File: src/hdl/ild_pkg.sv
// Shared types, codes and decode helpers for the instruction length decoder.
package ild_pkg;

	localparam logic [2:0] PH_PREFIX  = 3'd0;
	localparam logic [2:0] PH_OPCODE2 = 3'd1;
	localparam logic [2:0] PH_MODRM   = 3'd2;
	localparam logic [2:0] PH_SIB     = 3'd3;
	localparam logic [2:0] PH_DISP    = 3'd4;
	localparam logic [2:0] PH_IMM     = 3'd5;
	localparam logic [2:0] PH_DONE    = 3'd6;

	localparam int FB_MODRM  = 0;
	localparam int FB_SIB    = 1;
	localparam int FB_DISP8  = 2;
	localparam int FB_DISP32 = 3;
	localparam int FB_IMM8   = 4;
	localparam int FB_IMM32  = 5;
	localparam int FB_IMM64  = 6;
	localparam int FB_ERROR  = 7;

	localparam logic [4:0] MAX_PREFIXES = 5'd15;

	localparam logic [7:0] OP_ESCAPE = 8'h0F;
	localparam logic [7:0] PFX_REPE  = 8'hF3;
	localparam logic [7:0] PFX_REPNE = 8'hF2;
	localparam logic [7:0] PFX_LOCK  = 8'hF0;
	localparam logic [7:0] PFX_OPSZ  = 8'h66;
	localparam logic [7:0] PFX_ADSZ  = 8'h67;
	localparam logic [7:0] PFX_ES    = 8'h26;
	localparam logic [7:0] PFX_CS    = 8'h2E;
	localparam logic [7:0] PFX_SS    = 8'h36;
	localparam logic [7:0] PFX_DS    = 8'h3E;
	localparam logic [7:0] PFX_FS    = 8'h64;
	localparam logic [7:0] PFX_GS    = 8'h65;

	localparam logic [7:0] OP_RM_A_LO     = 8'h80;
	localparam logic [7:0] OP_RM_A_HI     = 8'h8F;
	localparam logic [7:0] OP_RM_B_LO     = 8'hC0;
	localparam logic [7:0] OP_RM_B_HI     = 8'hDF;
	localparam logic [7:0] OP_GRP3_B      = 8'hF6;
	localparam logic [7:0] OP_GRP3_V      = 8'hF7;
	localparam logic [7:0] OP_GRP4        = 8'hFE;
	localparam logic [7:0] OP_GRP5        = 8'hFF;
	localparam logic [7:0] OP_ALU_LIMIT   = 8'h40;
	localparam logic [2:0] ALU_IMM_ROW    = 3'd5;
	localparam logic [7:0] OP_PUSH_IMM32  = 8'h68;
	localparam logic [7:0] OP_PUSH_IMM8   = 8'h6A;
	localparam logic [7:0] OP_IMUL_IMM8   = 8'h6B;
	localparam logic [7:0] OP_GRP1_IMM8   = 8'h83;
	localparam logic [7:0] OP_MOV_IMM_LO  = 8'hB8;
	localparam logic [7:0] OP_MOV_IMM_HI  = 8'hBF;
	localparam logic [7:0] OP2_IMM32 [0:3] = '{8'h6C, 8'h6D, 8'hA9, 8'hAB};

	localparam logic [1:0] MOD_MEM     = 2'd0;
	localparam logic [1:0] MOD_DISP8   = 2'd1;
	localparam logic [1:0] MOD_DISP32  = 2'd2;
	localparam logic [1:0] MOD_REG     = 2'd3;
	localparam logic [2:0] RM_SIB      = 3'd4;
	localparam logic [2:0] RM_DISP32   = 3'd5;

	typedef struct packed {
		logic [2:0]  phase;
		logic [4:0]  byte_count;
		logic [3:0]  left;
		logic [7:0]  rep;
		logic [7:0]  segment;
		logic [2:0]  prefix_bits;
		logic [7:0]  opcode;
		logic [7:0]  opcode2;
		logic [7:0]  modrm;
		logic [7:0]  sib;
		logic [31:0] disp;
		logic [63:0] imm;
		logic [7:0]  flags;
	} ild_state_t;

	typedef struct packed {
		logic [4:0]  inst_length;
		logic [7:0]  field_flags;
		logic [7:0]  rep_prefix;
		logic [7:0]  segment_prefix;
		logic [2:0]  other_prefixes;
		logic [7:0]  primary_opcode;
		logic [7:0]  secondary_opcode;
		logic [7:0]  modrm_byte;
		logic [7:0]  sib_byte;
		logic [31:0] displacement;
		logic [63:0] immediate;
	} ild_result_t;

	function automatic logic takes_modrm(input logic [7:0] op);
		return (op inside {[OP_RM_A_LO:OP_RM_A_HI], [OP_RM_B_LO:OP_RM_B_HI],
			OP_GRP3_B, OP_GRP3_V, OP_GRP4, OP_GRP5, OP_ESCAPE});
	endfunction

	function automatic logic alu_imm32(input logic [7:0] op);
		return (op < OP_ALU_LIMIT) && (op[2:0] == ALU_IMM_ROW);
	endfunction

	// Pick the first field still needed from the given phase onward.
	function automatic ild_state_t plan_from(input logic [2:0] stage, input ild_state_t s);
		ild_state_t r;
		logic [1:0] md;
		logic [2:0] rm;
		logic have;
		r = s;
		md = s.modrm[7:6];
		rm = s.modrm[2:0];
		have = s.flags[FB_MODRM];
		r.phase = PH_DONE;
		if (stage <= PH_MODRM && takes_modrm(s.opcode)) begin
			r.flags[FB_MODRM] = 1'b1;
			r.phase = PH_MODRM;
		end else if (stage <= PH_SIB && have && md != MOD_REG && rm == RM_SIB) begin
			r.flags[FB_SIB] = 1'b1;
			r.phase = PH_SIB;
		end else if (stage <= PH_DISP && have &&
		             ((md == MOD_MEM && rm == RM_DISP32) || md == MOD_DISP32)) begin
			r.flags[FB_DISP32] = 1'b1;
			r.left = 4'd4;
			r.phase = PH_DISP;
		end else if (stage <= PH_DISP && have && md == MOD_DISP8) begin
			r.flags[FB_DISP8] = 1'b1;
			r.left = 4'd1;
			r.phase = PH_DISP;
		end else if (stage <= PH_IMM) begin
			if (s.opcode == OP_ESCAPE) begin
				if (alu_imm32(s.opcode2) ||
				    (s.opcode2 inside {OP2_IMM32[0], OP2_IMM32[1], OP2_IMM32[2],
				                       OP2_IMM32[3]})) begin
					r.flags[FB_IMM32] = 1'b1;
					r.left = 4'd4;
					r.phase = PH_IMM;
				end
			end else if (alu_imm32(s.opcode) || s.opcode == OP_PUSH_IMM32) begin
				r.flags[FB_IMM32] = 1'b1;
				r.left = 4'd4;
				r.phase = PH_IMM;
			end else if (s.opcode inside {OP_PUSH_IMM8, OP_IMUL_IMM8, OP_GRP1_IMM8}) begin
				r.flags[FB_IMM8] = 1'b1;
				r.left = 4'd1;
				r.phase = PH_IMM;
			end else if (s.opcode inside {[OP_MOV_IMM_LO:OP_MOV_IMM_HI]}) begin
				if (s.prefix_bits[1]) begin
					r.flags[FB_IMM32] = 1'b1;
					r.left = 4'd4;
				end else begin
					r.flags[FB_IMM64] = 1'b1;
					r.left = 4'd8;
				end
				r.phase = PH_IMM;
			end
		end
		return r;
	endfunction

endpackage

File: src/hdl/ild_step.sv
// Next-state and result logic for one code byte of the length decoder.
module ild_step import ild_pkg::*; (
	input  ild_state_t  cur,
	input  logic [7:0]  code_byte,
	output ild_state_t  nxt,
	output logic        done,
	output ild_result_t res
);

	ild_state_t s;
	logic [2:0] dtotal;
	logic [3:0] dleft;
	logic [1:0] didx;
	logic [3:0] itotal;
	logic [3:0] ileft;
	logic [2:0] iidx;
	logic [3:0] dsum;
	logic [3:0] isum;

	always_comb begin
		s = cur;
		s.byte_count = cur.byte_count + 5'd1;

		dtotal = cur.flags[FB_DISP8] ? 3'd1 : 3'd4;
		dleft = (cur.left == 4'd0 || cur.left > {1'b0, dtotal}) ? {1'b0, dtotal} : cur.left;
		dsum = {1'b0, dtotal} - dleft;
		didx = dsum[1:0];

		itotal = cur.flags[FB_IMM8] ? 4'd1 : (cur.flags[FB_IMM32] ? 4'd4 : 4'd8);
		ileft = (cur.left == 4'd0 || cur.left > itotal) ? itotal : cur.left;
		isum = itotal - ileft;
		iidx = isum[2:0];

		case (cur.phase)
			PH_OPCODE2: begin
				s.opcode2 = code_byte;
				s = plan_from(PH_MODRM, s);
			end
			PH_MODRM: begin
				s.modrm = code_byte;
				s = plan_from(PH_SIB, s);
			end
			PH_SIB: begin
				s.sib = code_byte;
				s = plan_from(PH_DISP, s);
			end
			PH_DISP: begin
				s.disp = cur.disp | ({24'd0, code_byte} << {didx, 3'b000});
				s.left = dleft - 4'd1;
				if (s.left == 4'd0) begin
					s = plan_from(PH_IMM, s);
				end
			end
			PH_IMM: begin
				s.imm = cur.imm | ({56'd0, code_byte} << {iidx, 3'b000});
				s.left = ileft - 4'd1;
				if (s.left == 4'd0) begin
					s.phase = PH_DONE;
				end
			end
			default: begin
				s.phase = PH_PREFIX;
				if (code_byte == PFX_REPE || code_byte == PFX_REPNE) begin
					s.rep = code_byte;
				end else if (code_byte == PFX_LOCK) begin
					s.prefix_bits[0] = 1'b1;
				end else if (code_byte inside {PFX_CS, PFX_SS, PFX_DS, PFX_ES, PFX_FS,
				                               PFX_GS}) begin
					s.segment = code_byte;
				end else if (code_byte == PFX_OPSZ) begin
					s.prefix_bits[1] = 1'b1;
				end else if (code_byte == PFX_ADSZ) begin
					s.prefix_bits[2] = 1'b1;
				end else begin
					s.opcode = code_byte;
					if (code_byte == OP_ESCAPE) begin
						s.phase = PH_OPCODE2;
					end else begin
						s = plan_from(PH_MODRM, s);
					end
				end
				if (s.phase == PH_PREFIX && s.byte_count > MAX_PREFIXES) begin
					s.flags = 8'd0;
					s.flags[FB_ERROR] = 1'b1;
					s.phase = PH_DONE;
				end
			end
		endcase

		done = (s.phase == PH_DONE);
		nxt = done ? '0 : s;

		res.inst_length      = s.byte_count;
		res.field_flags      = s.flags;
		res.rep_prefix       = s.rep;
		res.segment_prefix   = s.segment;
		res.other_prefixes   = s.prefix_bits;
		res.primary_opcode   = s.opcode;
		res.secondary_opcode = s.opcode2;
		res.modrm_byte       = s.modrm;
		res.sib_byte         = s.sib;
		res.displacement     = s.disp;
		res.immediate        = s.imm;
	end

endmodule

File: src/hdl/x86_64_instruction_length_decoder_unit.sv
// Top level of the x86-64 instruction length decoder.
//
//   channel   handshake                 payload
//   code      code_valid / code_ready   code_byte
//   inst      inst_valid / inst_ready   inst_length .. immediate
//
// One code byte per cycle, unless a stalled result holds the input. A byte is
// held in the input register, then the decode step updates the parse state and,
// on the last byte of an instruction, loads the result register. Reset clears the
// parse state and both valid flags. A stalled result blocks the byte that
// completes the next instruction and those behind it; earlier bytes keep flowing.
module x86_64_instruction_length_decoder_unit import ild_pkg::*; (
	input  logic        clk,
	input  logic        arst_n,
	input  logic        code_valid,
	output logic        code_ready,
	input  logic [7:0]  code_byte,
	output logic        inst_valid,
	input  logic        inst_ready,
	output logic [4:0]  inst_length,
	output logic [7:0]  field_flags,
	output logic [7:0]  rep_prefix,
	output logic [7:0]  segment_prefix,
	output logic [2:0]  other_prefixes,
	output logic [7:0]  primary_opcode,
	output logic [7:0]  secondary_opcode,
	output logic [7:0]  modrm_byte,
	output logic [7:0]  sib_byte,
	output logic [31:0] displacement,
	output logic [63:0] immediate
);

	logic        valid_s1;
	logic [7:0]  byte_s1;
	ild_state_t  state_q;
	ild_state_t  state_nxt;
	logic        done;
	ild_result_t res;
	logic        res_valid_q;
	ild_result_t res_q;
	logic        advance;

	ild_step u_step (
		.cur       (state_q),
		.code_byte (byte_s1),
		.nxt       (state_nxt),
		.done      (done),
		.res       (res)
	);

	assign advance = valid_s1 && (!done || !res_valid_q || inst_ready);
	assign code_ready = !valid_s1 || advance;

	always_ff @(posedge clk or negedge arst_n) begin
		if (!arst_n) begin
			valid_s1 <= 1'b0;
		end else if (code_ready) begin
			valid_s1 <= code_valid;
		end
	end

	always_ff @(posedge clk) begin
		if (code_ready && code_valid) begin
			byte_s1 <= code_byte;
		end
	end

	always_ff @(posedge clk or negedge arst_n) begin
		if (!arst_n) begin
			state_q <= '0;
		end else if (advance) begin
			state_q <= state_nxt;
		end
	end

	always_ff @(posedge clk or negedge arst_n) begin
		if (!arst_n) begin
			res_valid_q <= 1'b0;
		end else if (advance && done) begin
			res_valid_q <= 1'b1;
		end else if (inst_ready) begin
			res_valid_q <= 1'b0;
		end
	end

	always_ff @(posedge clk) begin
		if (advance && done) begin
			res_q <= res;
		end
	end

	assign inst_valid       = res_valid_q;
	assign inst_length      = res_q.inst_length;
	assign field_flags      = res_q.field_flags;
	assign rep_prefix       = res_q.rep_prefix;
	assign segment_prefix   = res_q.segment_prefix;
	assign other_prefixes   = res_q.other_prefixes;
	assign primary_opcode   = res_q.primary_opcode;
	assign secondary_opcode = res_q.secondary_opcode;
	assign modrm_byte       = res_q.modrm_byte;
	assign sib_byte         = res_q.sib_byte;
	assign displacement     = res_q.displacement;
	assign immediate        = res_q.immediate;

endmodule

File: config.mk
export PLATFORM = sky130hd
export DESIGN_NAME = x86_64_instruction_length_decoder_unit
export DESIGN_NICKNAME = d
export VERILOG_FILES = /design/src/hdl/ild_pkg.sv /design/src/hdl/ild_step.sv /design/src/hdl/x86_64_instruction_length_decoder_unit.sv
export SDC_FILE = /design/constraint.sdc
export NUM_CORES = 1
export LEC_CHECK = 0
export ABC_AREA = 1
export BUFFER_PORTS_ARGS = -buffer_cell sky130_fd_sc_hd__clkbuf_2
export CELL_PAD_IN_SITES_DETAIL_PLACEMENT = 1
export CELL_PAD_IN_SITES_GLOBAL_PLACEMENT = 1
export CORE_ASPECT_RATIO = 1.4
export CORE_MARGIN = 8
export CORE_UTILIZATION = 49
export DETAILED_ROUTE_END_ITERATION = 16
export PLACE_DENSITY = 0.93
export REMOVE_ABC_BUFFERS = 1
export SLEW_MARGIN = 40
export SYNTH_ARGS = -nofsm -noshare
export SYNTH_HDL_FRONTEND = slang
export SYNTH_SLANG_ARGS = --single-unit
File: constraint.sdc
create_clock -name clk -period 12.9 [get_ports clk]
set_input_delay 0 -clock clk [delete_from_list [all_inputs] [get_ports clk]]
set_output_delay 0 -clock clk [all_outputs]
set_load 0.005 [all_outputs]
# Word-level counts from Yosys, hierarchy flattened
# Index checks and enable logic that the tools add are counted.
dict set report totals {
  regBits 337
  inputBits 12
  output_inout_bits 162
  wordCells 337
}
dict set report op_classes {
  n_addsub 5
  magnitude_cmp 18
  eq_ne 67
  shift 2
  mux 159
  bitwise 2
  reduce_logical 57
}
# op n
set ops {}
lappend ops {{164-bit two-way mux} 6}
lappend ops {{138-bit two-way mux} 6}
lappend ops {{83-bit case mux with 5 select lines} 1}
lappend ops {{167-bit two-way mux} 2}
lappend ops {{139-bit two-way mux} 2}
lappend ops {{64-bit case mux with 3 select lines} 1}
lappend ops {{159-bit two-way mux} 1}
lappend ops {{147-bit two-way mux} 1}
lappend ops {{29-bit two-way mux} 5}
lappend ops {{137-bit two-way mux} 1}
lappend ops {{8-bit == test, second input constant} 17}
lappend ops {{136-bit two-way mux} 1}
lappend ops {{4-bit two-way mux} 33}
lappend ops {{8-bit by 7-bit == test with 1-bit output, second input constant} 14}
lappend ops {{3-bit two-way mux} 31}
lappend ops {{64-bit OR} 1}
lappend ops {{8-bit by 6-bit << shifter with 64-bit output} 1}
lappend ops {{8-bit != test, second input constant} 7}
lappend ops {{8-bit >= comparator, second input constant} 6}
lappend ops {{8-bit <= comparator, second input constant} 6}
lappend ops {{2-bit two-way mux} 20}
lappend ops {{8-bit case mux with 5 select lines} 1}
lappend ops {{8-bit by 6-bit == test with 1-bit output, second input constant} 4}
lappend ops {{32-bit OR} 1}
lappend ops {{46 further kinds} 141}

# Logic depth before layout (Yosys ltp)
dict set report depth {
  ltp_word 51
  mapped_depth 29
}

# Hierarchy
# From an unflattened synthesis, not the netlist that was laid out.
dict set report unflattened {
  cells_unflattened 2105
  hier_area_um2 17306.6
}
# mod instances cells_per_inst area_per_inst_um2 seq_area_each_um2
set modules_own_cells {}
lappend modules_own_cells {x86_64_instruction_length_decoder_unit 1 904 11687.5 9273.9}
lappend modules_own_cells {ild_step 1 1201 5619.1 0.0}

# Least setup slack after synthesis
# OpenSTA, ideal clock, no wires.
dict set report synth_timing {
  path_type {register -> register}
  from {reg state_q[5] (netlist name)}
  to {reg res_q, in the netlist displacement[0], enable pin}
  arrival_time_ps 5753
  required_time_ps 12388
  path_slack_ps 6635
  stages_incl_launch_ff 24
  n_path_buf 0
  period_less_slack_ps 6265
  path_cell_list {dfrtp_1 > inv_1 > nor2_1 > inv_1 > ha_1 > nand2_1 > inv_1 > nand2_1 > nand2_1 > nand2_2 > nand2_1 > nand2_1 > nand2_1 > inv_1 > ha_1 > nand3_1 > nand2_1 > nor2_1 > nand3_1 > a21oi_4 > nand3_4 > inv_1 > nand3_1 > inv_1}
}
dict set report synth_between {
  elab_chain_len 15
}
# item line_no
set synth_lines {}
lappend synth_lines {{start: declaration} x86_64_instruction_length_decoder_unit.sv:35} ;# ild_state_t state_q;
lappend synth_lines {{start signal: assignment} x86_64_instruction_length_decoder_unit.sv:72} ;# state_q <= state_nxt;
lappend synth_lines {{4-bit two-way mux * (2 in series)} ild_step.sv:29} ;# itotal = cur.flags[FB_IMM8] ? 4'd1 : (cur.flags[FB_IMM32] ? 4'd4 : 4'd8);
lappend synth_lines {{4-bit greater-than comparator} ild_step.sv:30} ;# ileft = (cur.left == 4'd0 || cur.left > itotal) ? itotal : cur.left;
lappend synth_lines {{1-bit logical OR} ild_step.sv:30}
lappend synth_lines {{4-bit two-way mux *} ild_step.sv:30}
lappend synth_lines {{4-bit by 1-bit subtractor with 4-bit output *} ild_step.sv:56} ;# s.left = ileft - 4'd1;
lappend synth_lines {{4-bit logical NOT *} ild_step.sv:57} ;# if (s.left == 4'd0) begin
lappend synth_lines {{3-bit two-way mux *} ild_step.sv:57}
lappend synth_lines {{3-bit case mux with 5 select lines *} ild_step.sv:34} ;# case (cur.phase)
lappend synth_lines {{3-bit == test *} ild_step.sv:90} ;# done = (s.phase == PH_DONE);
lappend synth_lines {{1-bit logical NOT} x86_64_instruction_length_decoder_unit.sv:51} ;# assign advance = valid_s1 && (!done || !res_valid_q || inst_ready);
lappend synth_lines {{1-bit logical OR (2 in series)} x86_64_instruction_length_decoder_unit.sv:51}
lappend synth_lines {{1-bit logical AND} x86_64_instruction_length_decoder_unit.sv:51}
lappend synth_lines {{1-bit logical AND *} x86_64_instruction_length_decoder_unit.sv:87} ;# if (advance && done) begin
lappend synth_lines {{end signal: assignment} x86_64_instruction_length_decoder_unit.sv:88} ;# res_q <= res;
lappend synth_lines {{end: declaration} x86_64_instruction_length_decoder_unit.sv:40} ;# ild_result_t res_q;
# Mark *: on every way between the ends. The rest lies on a longest branch, timed or not.
# A chain may end at the register's enable or synchronous reset.

# Worst setup path in the final report
dict set report layout_timing {
  from {reg state_q[5] (netlist name)}
  to {reg res_q, in the netlist segment_prefix[0], enable pin}
}
# The elaborated chain is that of the path after synthesis.

==> flow_summary_export.csv <==
group,metric,value,unit
outcome,status,"finished, final reports clean",
sta,fin_crit_sh,40.39,%
floorplanning,io_pins,174,
global_route,first_global_vias,15823,
yosys,synth_most_common_cell,"nand2_1",
worst_setup_path,critPathSlowestCell,"buf_6",
sta,fin_skew,0.02915,ns
sta,rsz0062_at_grt,"false",
yosys,syn_area_per_cell,9.072,sq um
pwr,power_switching_share,46.68,%
yosys,yosysWarnings,0,
yosys,ys_ff_latch,337,
cells_and_area,nNetsFinal,1956,
cts,postCtsSetupBuffers,0,
cts,clock_tree.root_cell,"clkbuf_16",
yosys,netlist_instances,1773,
worst_setup_path,end_kind,"flip-flop",
global_route,grt_max_degree,100,
pwr,internal_power,2.926,mW
yosys,yosysSeqAreaShare,57.66,%
drt,ant_nets,0,
sta,min_period,5.211,ns
drt,firstDrtPassIters,5,
sta,max_slew_margin,37.56,%
worst_setup_path,cp.arrival,5.38,ns
yosys,synth_top_area_cell,"edfxtp_1",
global_route,antenna_found_initial,0,
floorplanning,num_rows,78,
drt,via_per_inst,6.009,
cts,clk_latency,0.55,ns
sta,fmaxAchievable,191.9,MHz
cts,cts.sinks,337,
placed_design,place_area,17190,sq um
worst_setup_path,crit_top_cell,"nand2_1",
cells_and_area,area_growth,14.94,%
drt,wl_per_cell,24.82,um
cts,cts_tree,"yes",
cts,clk_path_buf_depth,3,
yosys,synth.area.top_cells,"edfxtp_1, dfrtp_1, nand2_1",
placed_design,io_buffers,173,
worst_setup_path,start_kind,"flip-flop",
cts,clkTransAtPathRegs,0.07,ns
hold_path,holdCritPathClass,"input port to flip-flop",
global_route,gr-usage-all-layers,30.40,%
yosys,synth.distinct_cells,48,
placed_design,gp_congestion,0.9418,
yosys,async_reset_ff_share,50.15,%
placed_design,dp_slack,7.499,ns
sta,worst_slack,7.689,ns
cells_and_area,fin_area,18490,sq um
drt,drt_iter0_markers,1218,
sta,worst_hold_slack,0.2046,ns
sta,final-setup-viol-count,0,
floorplanning,initial_core_util,49.64,%
yosys,synth_area,16080,sq um
pwr,power_frac_seq,36.3,%
sta,tightest_slew,0.9366,ns
cells_and_area,diodes,0,
floorplanning,die_w,169.1,um
flow_run,maxCapViolations,0,
worst_setup_path,path_class,"flip-flop to flip-flop",
drt,drt-total-wl,59400,um
yosys,synth_top_area_share,31.37,%
floorplanning,fp.coreArea,32400,sq um
worst_setup_path,cp_max_fo,99,
yosys,synth_enable_flop_cells,168,
pwr,power_leakage,9.055,nW
cells_and_area,fill_cells,3728,
worst_setup_path,crit_required,13.07,ns
global_route,overflow,0,
floorplanning,dieHeight,230.4,um
global_route,grt_pass1_wl,92400,um
floorplanning,die_area,38960,sq um
pwr,powerDensity,296.8,nW/um^2
pwr,combPwrFrac,45.0,%
drt,route.vias.total,14380,
cells_and_area,drive_above_1_share,16.13,%
sta,final_hold_viol_count,0,
placed_design,hpwlAfterDp,38590,um
yosys,synthTopCellsByCount,"nand2_1, dfrtp_1, edfxtp_1",
yosys,synthFlopType,"dfrtp_1",
drt,drc_errors,0,
sta,tns,0,ns
pwr,fin_total_pwr,5.487,mW
cts,htree_levels,2,
cts,numCtsBuffers,34,
pwr,clkPwrFrac,18.7,%
sta,slew_violations,0,
worst_setup_path,cp_slowest_stage_delay,0.59,ns
pwr,ir_drop,0.0001979,V
pwr,switchingPower,2.562,mW
path summary, 6_finish.rpt:
| path | end | cells past startpoint | slack [ns] | from |
|---|---|---|---|---|
| worst max-delay path | segment_prefix[0] | 26 | 7.69 | state_q[5] |
| worst min-delay path | byte_s1[5] | 2 | 0.20 | code_byte[5] |
| worst max register to register | segment_prefix[0] | 26 | 7.69 | state_q[5] |
| worst min register to register | state_q[90] | 2 | 0.47 | state_q[90] |
| max in group asynchronous | valid_s1 | 5 | 11.22 | arst_n |
| min in group asynchronous | state_q[162] | 3 | 0.42 | arst_n |
cells in the final DEF (no fill, tap or decap), types with 4 or more instances in the layout:
cell type	n
ha_1	17
inv_2	15
nand4_1	17
clkinv_1	7
inv_1	163
edfxtp_1	168
nor3_1	9
clkbuf_1	4
o22ai_1	44
o21ai_1	36
buf_4	14
clkinv_2	5
a31o_2	32
o21a_1	5
dfrtp_1	168
a21o_1	32
o21ai_0	73
clkbuf_2	172
a21oi_1	26
nand2_2	5
nand2_1	563
a32oi_1	16
nor2_2	4
clkbuf_16	36
dlygate4sd3_1	13
nand3_1	145
nor2_1	109
layer usage:
layer	GRT usage, %	vias to the layer above	share of wire (%)
met5	0	-	0
met4	18.35	0	6.5
met3	5.602	231	6.4
met2	54.12	685	51
met1	33.12	7239	36
li1	-	6225	-
metrics by stage:
step / std cells / util [%]
5_1_grt: 2393 / 57.06
4_1_cts: 2393 / 57.02
3_5_place_dp: 2317 / 53.05
6_report: 2393 / 57.06
3_3_place_gp: 2316 / 52.91
2_1_floorplan: 1686 / -
cell families after synthesis:
logic type      after synthesis  share of synthesized area [%]
flops                       337                          57.66
buf+inv                     267                          7.328
fa+ha+maj                    17                          1.322
simple gates                867                          22.37
xor+xnor                      3                         0.1634
compound gates              282                          11.16
final cells by class:
class / instances / area [sq um] / area share [%]
multi-input combinational: 1169 / 5652 / 30.57
clock inverter: 20 / 183.9 / 0.9949
sequential: 337 / 9275 / 50.17
clock buffer: 42 / 943.4 / 5.103
tap: 440 / 550.5 / 2.978
timing repair buffer: 205 / 1200 / 6.490
inverter: 180 / 683.2 / 3.695
what timing repair did:
item / in CTS / in global routing
resized for setup: 0 / 0
hold endpoints to repair: 124 / 0
hold buffers: 14 / 0
state kept, by name (all words and copies together) (netlist names):
signal and cells:
byte_s1 8, displacement 32, field_flags 8, immediate 64
inst_length 5, inst_valid 1, modrm_byte 8, other_prefixes 3
primary_opcode 8, rep_prefix 8, secondary_opcode 8, segment_prefix 8
sib_byte 8, state_q 167, valid_s1 1
power by group through the flow:
stage / combinational [mW] / sequential, mW / clock (mW)
after floorplan: 1.33 / 1.97 / 0
after global placement: 2.28 / 1.95 / 0
after detailed placement: 2.38 / 1.99 / 0
after CTS: 2.43 / 1.98 / 1.03
after global routing: 2.67 / 2.03 / 1.07
final: 2.47 / 1.99 / 1.03
worst max-delay path: cells and delay by family, from the launching register on:
family	cells	cell delay, ns
simple gates	17	2.06
flops	1	0.40
fa+ha+maj	2	0.50
buf+inv	7	1.80
(Power assumes the default switching activity.)
